File: src/rtl/core/ovl_pkg.sv
// Package for the ordered value list: command and status codes and the
// packed beat types of the input and result channels.
// No dependencies.
package ovl_pkg;

  // Command codes carried in the cmd field of an input beat.
  localparam logic [1:0] CMD_INSERT  = 2'd0;
  localparam logic [1:0] CMD_DELETE  = 2'd1;
  localparam logic [1:0] CMD_DISPLAY = 2'd2;

  // Status codes carried in the status field of a result beat.
  localparam logic [1:0] ST_OK        = 2'd0;
  localparam logic [1:0] ST_EMPTY     = 2'd1;
  localparam logic [1:0] ST_NOT_FOUND = 2'd2;
  localparam logic [1:0] ST_FULL      = 2'd3;

  typedef struct packed {
    logic [1:0]         cmd;
    logic signed [31:0] operand_value;
  } in_beat_t;

  typedef struct packed {
    logic [1:0]         status;
    logic signed [31:0] entry_value;
    logic               last;
  } out_beat_t;

endpackage

File: src/rtl/core/ordered_value_list.sv
// Ordered value list: top level with entry memory and command sequencer.
// Depends on ovl_pkg for the command and status codes and the beat types.
//
// The block keeps up to CAPACITY signed 32-bit values in insertion order in a
// single-port-read memory and serves one command at a time; in_stall_o is high
// while a command is in progress. An insert writes its value at the tail when
// the command is taken unless the list is full, then replies. A delete reads
// the list one entry per cycle until the first match, then closes the gap by
// moving each later entry down one slot, one per cycle. Search and move
// together visit each of the N entries once, whether or not the value is
// found. A display emits one result beat per entry, head first, at one beat
// per cycle when the output is not stalled. A delete or a display on an empty
// list goes straight to a reply with the empty status. The walks are paced by
// the one read port of the entry memory and its registered read data. A
// finished result sits in an output register, so the next command is accepted
// while it waits. Unused command codes are taken and dropped without a result.
// Entries need no clearing after reset: no slot at or past the count is used.
module ordered_value_list
  import ovl_pkg::*;
#(
  parameter int CAPACITY = 16
) (
  input  logic      clk_i,
  input  logic      rst_ni,
  input  logic      in_valid_i,
  output logic      in_stall_o,
  input  in_beat_t  in_data_i,
  output logic      out_valid_o,
  input  logic      out_stall_i,
  output out_beat_t out_data_o
);

  localparam int AW = (CAPACITY > 1) ? $clog2(CAPACITY) : 1;
  localparam int CW = $clog2(CAPACITY + 1);
  localparam logic [CW-1:0] CapCount = CW'(CAPACITY);

  typedef enum logic [2:0] {
    IDLE,
    REPLY,
    SEARCH,
    SHIFT,
    DISPLAY
  } state_e;

  state_e             state_q, state_d;
  logic [AW-1:0]      idx_q, idx_d;
  logic [CW-1:0]      count_q, count_d;
  logic [1:0]         status_q, status_d;
  logic signed [31:0] val_q, val_d;
  logic               out_valid_q, out_valid_d;
  out_beat_t          out_data_q, out_data_d;

  // Entry memory with one write port and one registered read port.
  logic signed [31:0] mem_q [CAPACITY];
  logic signed [31:0] rd_data_q;
  logic [AW-1:0]      rd_addr;
  logic               mem_we;
  logic [AW-1:0]      mem_waddr;
  logic signed [31:0] mem_wdata;

  logic [CW:0]        idx_p1;
  logic [CW:0]        idx_p2;
  logic [CW:0]        cnt_ext;
  logic               out_free;

  assign idx_p1   = (CW + 1)'(idx_q) + (CW + 1)'(1);
  assign idx_p2   = (CW + 1)'(idx_q) + (CW + 1)'(2);
  assign cnt_ext  = (CW + 1)'(count_q);
  assign out_free = !out_valid_q || !out_stall_i;

  assign in_stall_o  = (state_q != IDLE);
  assign out_valid_o = out_valid_q;
  assign out_data_o  = out_data_q;

  always_ff @(posedge clk_i) begin
    if (mem_we) begin
      mem_q[mem_waddr] <= mem_wdata;
    end
    rd_data_q <= mem_q[rd_addr];
  end

  // Sequencer: decode a command, walk the memory one slot per unstalled cycle.
  always_comb begin
    state_d     = state_q;
    idx_d       = idx_q;
    count_d     = count_q;
    status_d    = status_q;
    val_d       = val_q;
    out_valid_d = out_valid_q && out_stall_i;
    out_data_d  = out_data_q;
    mem_we      = 1'b0;
    mem_waddr   = idx_q;
    mem_wdata   = rd_data_q;
    rd_addr     = '0;

    unique case (state_q)
      IDLE: begin
        idx_d = '0;
        if (in_valid_i) begin
          val_d = in_data_i.operand_value;
          unique case (in_data_i.cmd)
            CMD_INSERT: begin
              state_d = REPLY;
              if (count_q == CapCount) begin
                status_d = ST_FULL;
              end else begin
                status_d  = ST_OK;
                mem_we    = 1'b1;
                mem_waddr = count_q[AW-1:0];
                mem_wdata = in_data_i.operand_value;
                count_d   = count_q + CW'(1);
              end
            end
            CMD_DELETE: begin
              if (count_q == '0) begin
                status_d = ST_EMPTY;
                state_d  = REPLY;
              end else begin
                state_d = SEARCH;
              end
            end
            CMD_DISPLAY: begin
              if (count_q == '0) begin
                status_d = ST_EMPTY;
                state_d  = REPLY;
              end else begin
                state_d = DISPLAY;
              end
            end
            default: begin
              state_d = IDLE;
            end
          endcase
        end
      end

      REPLY: begin
        if (out_free) begin
          out_valid_d            = 1'b1;
          out_data_d.status      = status_q;
          out_data_d.entry_value = '0;
          out_data_d.last        = 1'b1;
          state_d                = IDLE;
        end
      end

      // The read data holds the entry at idx_q.
      SEARCH: begin
        rd_addr = idx_p1[AW-1:0];
        if (rd_data_q == val_q) begin
          if (idx_p1 == cnt_ext) begin
            count_d  = count_q - CW'(1);
            status_d = ST_OK;
            state_d  = REPLY;
          end else begin
            state_d = SHIFT;
          end
        end else if (idx_p1 == cnt_ext) begin
          status_d = ST_NOT_FOUND;
          state_d  = REPLY;
        end else begin
          idx_d = idx_p1[AW-1:0];
        end
      end

      // The read data holds the entry at idx_q + 1; it moves down one slot.
      SHIFT: begin
        rd_addr   = idx_p2[AW-1:0];
        mem_we    = 1'b1;
        mem_waddr = idx_q;
        mem_wdata = rd_data_q;
        if (idx_p2 == cnt_ext) begin
          count_d  = count_q - CW'(1);
          status_d = ST_OK;
          state_d  = REPLY;
        end else begin
          idx_d = idx_p1[AW-1:0];
        end
      end

      // The read data holds the entry at idx_q; it is reread while stalled.
      DISPLAY: begin
        rd_addr = idx_q;
        if (out_free) begin
          rd_addr                = idx_p1[AW-1:0];
          out_valid_d            = 1'b1;
          out_data_d.status      = ST_OK;
          out_data_d.entry_value = rd_data_q;
          out_data_d.last        = (idx_p1 == cnt_ext);
          if (idx_p1 == cnt_ext) begin
            state_d = IDLE;
          end else begin
            idx_d = idx_p1[AW-1:0];
          end
        end
      end

      default: begin
        state_d = IDLE;
      end
    endcase
  end

  // State, counters and the output register.
  always_ff @(posedge clk_i or negedge rst_ni) begin
    if (!rst_ni) begin
      state_q     <= IDLE;
      count_q     <= '0;
      out_valid_q <= 1'b0;
    end else begin
      state_q     <= state_d;
      count_q     <= count_d;
      out_valid_q <= out_valid_d;
    end
  end

  always_ff @(posedge clk_i) begin
    idx_q      <= idx_d;
    status_q   <= status_d;
    val_q      <= val_d;
    out_data_q <= out_data_d;
  end

endmodule

File: config.mk
export PLATFORM = sky130hd
export DESIGN_NAME = ordered_value_list
export DESIGN_NICKNAME = d
export VERILOG_FILES = /design/src/rtl/core/ovl_pkg.sv /design/src/rtl/core/ordered_value_list.sv
export SDC_FILE = /design/constraint.sdc
export NUM_CORES = 1
export LEC_CHECK = 0
export ABC_AREA = 0
export BUFFER_PORTS_ARGS = -buffer_cell sky130_fd_sc_hd__buf_4
export CAP_MARGIN = 20
export CORE_MARGIN = 10
export CORE_UTILIZATION = 45
export DETAILED_ROUTE_END_ITERATION = 7
export PLACE_DENSITY = 0.67
export SLEW_MARGIN = 20
export SYNTH_ARGS = -nofsm -noshare
export SYNTH_HDL_FRONTEND = slang
export SYNTH_SLANG_ARGS = --single-unit
File: constraint.sdc
create_clock -name clk_i -period 5.1 [get_ports clk_i]
set_input_delay 1.275 -clock clk_i [delete_from_list [all_inputs] [get_ports clk_i]]
set_output_delay 1.275 -clock clk_i [all_outputs]
set_load 0.05 [all_outputs]
Word level (Yosys, flattened, before mapping)
Memory sizes are Yosys's and may differ from the RTL's. A register that Yosys moved wholly into a read port is not among the register bits. Cells that the tools add are included. Widths: inputs -> output; s select.

Add/subtract/negate cells: 4. Equal/unequal tests: 24. Multiplexer cells: 54. Reduce and logical (&&, ||, !) cells: 19.

Operators with widths (number): $mux 32 (4); $mux 35 (2); $pmux 35 s2 (1); $mux 4 (9); $eq 32x32->1 (1); $mux 5 (6); $mux 3 (8); $ne 2x2->1 const B (10); $mux 2 (9); $pmux 4 s4 (1); $pmux 3 s5 (1); $pmux 5 s3 (1); $pmux 4 s3 (1); $reduce_and 6->1 (2); $eq 5x5->1 (2); $pmux 3 s3 (1); $mux 1 (7); $reduce_and 7->1 (1); $eq 3x2->1 const B (2); $ne 3x3->1 const B (2); $pmux 2 s3 (1); $reduce_bool 3->1 (2); $add 4x1->5 const B (1); $add 4x2->5 const B (1); 23 further kinds (25).

Register bits after elaboration: 82. Bits in writable memories: 512. Input port bits: 38. Output and inout bits: 37. Word-level logic and storage cells: 111. Memories kept: 1.

Memories: mem_q (depth 16, bits a word 32, rd ports 1, clocked after Yosys merged registers in 1, write ports 1, RTL line ordered_value_list.sv:54) `logic signed [31:0] mem_q [CAPACITY];`.

Longest topological paths before layout
Depth after elaboration: 7. Depth in mapped cells: 12. Gate-level depth less buffers: 9.

Worst setup path after synthesis
No wires, ideal clock.

Path type: input port to flip-flop. Start: input in_data_i[32] (netlist bit). End: memory mem_q[7][0], enable pin. Setup time: 0.421 ns. Data arrival time: 3.650 ns. Required time: 4.679 ns. Slack: 1.029 ns. Stages on the path: 7. Path buffers: 1. Cell sequence: inv_1 -> ha_1 -> nand3_1 -> nor2_1 -> buf_2 -> a32oi_1 -> nor2_1.

Cells in the longest elaborated chain, start to end: 6. Elaborated cells between the ends (all ways): 9. Those cells by class: mux (8); reduce/logical (1).

RTL lines: start, declared (RTL line ordered_value_list.sv:27) `input in_beat_t in_data_i,`; $logic_not 2->1 (*) (RTL line ordered_value_list.sv:101) `unique case (in_data_i.cmd)`; $mux 1 (RTL line ordered_value_list.sv:101); $mux 1 (RTL line ordered_value_list.sv:99) `if (in_valid_i) begin`; $pmux 1 s2 (RTL line ordered_value_list.sv:96) `unique case (state_q)`; $mux 1 (RTL line ordered_value_list.sv:76) `if (mem_we) begin`; $mux 1 (not written as such) (RTL line ordered_value_list.sv:77) `mem_q[mem_waddr] <= mem_wdata;`; end, declared (RTL line ordered_value_list.sv:54).

Mark *: on every way between the ends. The rest lies on a longest branch, timed or not.

Worst setup path in the final report
Start: register state_q[0]. End: memory mem_q[4][25], enable pin.

Cells in the longest elaborated chain, start to end: 4. Elaborated cells between the ends (all ways): 6. Those cells by class: eq/ne (1); mux (4); reduce/logical (1).

RTL lines: start, declared (RTL line ordered_value_list.sv:45) `state_e state_q, state_d;`; start signal, assigned (RTL line ordered_value_list.sv:211) `state_q <= state_d;`; $eq 3x2->1 / $logic_not 3->1 (equally long branches) (RTL line ordered_value_list.sv:96); $pmux 1 s2 (RTL line ordered_value_list.sv:96); $mux 1 (RTL line ordered_value_list.sv:76); $mux 1 (not written as such) (RTL line ordered_value_list.sv:77).

Parallel ways exist; a longest one is shown, timed or not.

==> results.cfg <==
[status]
run_status = complete, no violations

[die]
core_um2 = 55310
row_count = 86
die_h_um = 256.7
die_w_um = 256.7
dieArea_um2 = 65910
ioPinCount = 75
initial_core_util = 0.4559

[logic_synthesis]
synthCells = 1757
netlist_area_um2 = 25220
syn_area_per_cell_um2 = 14.35
synthMuxAreaShare = 0.07879
synth_top_family_by_area = simple AND/OR/NAND/NOR gates
yosys_warnings = 0
synthArstFlopShare = 0.01438
synth_flop_cell = edfxtp_1
synth_compound_area_frac = 0.02377
synth_seq_area_share = 0.7310
synth_xor_area_frac = 0.01722
synth_edf_count = 585
ys_seq_elements = 626
synthAdderAreaFrac = 0.005706
syn-num-nets = 1805
ys_types = 59
synth-simple-area-share = 0.1228

[sta]
finClkSkew_ns = 0.01843
min_period_ns = 3.681
fin_crit_sh = 0.7218
finalSetupTns_ns = 0
timing_hold_violations_final = 0
fmax_mhz = 271.7
slew_headroom = 0.2904
setup_violations = 0
timing.hold.ws_ns = 0.5124
rsz0062_at_grt = no
slew_violations = 0
post-route-worst-setup-slack_ns = 1.419
worst_pin_slew_ns = 1.062

[global_routing]
grt_max_degree = 78
grt_overflow = 0
grt_pass1_wl_um = 92060
grt_antenna_before_repair = 0
grt_usage = 0.1825
grt_pass1_vias = 14570

[worst_setup_path]
crit_type = register to register
crit_top_cell = nor2_4
startpoint = state_q[0]
r2r_start = state_q[0]
cp-endpoint = mem_q[4][25]
cp_slowest_cell = nor2_4
ff2ff_path_depth = 6
path_max_fanout = 23
worst_setup_path_end_kind = register
critical_path.startpoint_type = register
regToRegEndpoint = mem_q[4][25]
max_stage_delay_ns = 0.74
path_cells = nor2_1 -> nand2_1 -> nor2_4 -> a31oi_1 -> nor2_4 -> buf_4
arrival_ns = 3.97
crit_required_ns = 5.39
r2r_slack_ns = 1.42

[cells_and_area]
diodes = 0
nNetsFinal = 1891
layout_common_cells = edfxtp_1, nand2_1, nand3_1, mux2i_1, buf_4
layout_commonest_cell = edfxtp_1
final_core_utilization = 0.5262
area_growth_pct = 15.42
drive_gt1_frac = 0.1502

[clock_network]
htreeDepth = 3
cts_hold_buf = 0
cts.sinks = 626
insertion_delay_ns = 0.60
cts_max_path_buffers = 3
postCtsSetupBuffers = 0
clockRootBuffer = clkbuf_16
numCtsBuffers = 66
cts_tree = built
clk_pin_slew_ns = 0.06
cts_resized = 0

[placement]
dp_hpwl_um = 37740
port_buffers = 74
dp_worst_setup_slack_ns = 1.008
gp_congestion = 0.7950

[detailed_routing]
first_pass_iters = 5
drtIter0Drc = 1666
wl_per_cell_um = 23.17
via_per_inst = 5.600
drc = 0
wl_um = 61290
via_count = 14810
ant_nets = 0

[pwr]
power_mw = 16.48
vdd_drop_max_mv = 0.2718
power_density_nw_per_um2 = 566.2
leakagePower_nw = 9.951

[worst_hold_path]
hold_path.class = input port to asynchronous set/reset pin

[run]
cap_viol_max_count = 0
[worst max-delay path, delay by kind of cell (launching register included)]
kind	cells	cell delay (ns)
buffers and inverters	1	0.31
AND/OR/NAND/NOR	4	1.93
AO/OA/AOI/OAI	1	0.45
flip-flops	1	0.68
[cell families after synthesis]
family                   Yosys count
AND/OR/NAND/NOR                  689
flip-flops                       626
multiplexers                     194
buffers and inverters            112
AO/OA/AOI/OAI                     77
XOR/XNOR                          48
adder cells (fa/ha/maj)           11
[Yosys cell counts (8+ instances only)]
master / number / share of area
ha_1: 9 / 0.0045
nand4_1: 12 / 0.0030
a32oi_1: 33 / 0.011
xnor2_1: 42 / 0.015
nand2_1: 347 / 0.052
nor2_1: 34 / 0.0051
buf_4: 8 / 0.0024
mux2i_1: 161 / 0.064
clkbuf_1: 30 / 0.0045
dfrtp_1: 9 / 0.0089
inv_1: 8 / 0.0012
dfxtp_1: 32 / 0.025
edfxtp_1: 585 / 0.70
nand3_1: 232 / 0.046
mux2_2: 32 / 0.014
buf_2: 58 / 0.012
and2_1: 34 / 0.0084
[registers in the layout (all words and copies together) (netlist names)]
register and count:
count_q 5, idx_q 4, mem_q 512, out_data_o 35, out_valid_o 1, rd_data_q 32, state_q 3, status_q 2
val_q 32
[metrics by stage]
stage               instances  area [um2]
CTS                      2644       29080
finish                   2645       29110
detailed placement       2522       26980
global placement         2522       26980
global route             2645       29110
floorplan                1757       25220
[metal layers]
layer  track usage  vias to the layer above  share of wire
met3       0.03673                       86          0.075
met5             0                        -              0
li1              -                     6678              -
met2        0.2938                      593           0.48
met1        0.2499                     7454           0.43
met4       0.04601                        0          0.018
[worst min-delay path by stage]
stage               cells after the start  slack, ns              to
global placement                        1       0.52  out_data_o[33]
detailed placement                      1       0.53  out_data_o[34]
finish                                  1       0.51     out_valid_o
floorplan                               1       0.51  out_data_o[33]
global route                            1       0.51     out_valid_o
CTS                                     1       0.50     out_valid_o
[layout make-up]
type,instances,area [um2]
fill,4508,26200
sequential,626,18430
multi-input combinational,1019,6480
clock buffer,98,1906
timing repair buffer,118,1119
tap,748,935.9
clock inverter,24,187.7
inverter,12,45.04
[power breakdown]
| part | internal [mW] | total (mW) | switching (mW) | leakage, nW |
|---|---|---|---|---|
| combinational | 1.40 | 4.63 | 3.23 | 3.23 |
| clock | 2.66 | 4.59 | 1.93 | 1.02 |
| sequential | 6.84 | 7.25 | 0.408 | 5.70 |
Power figures use the tool's default switching activity.
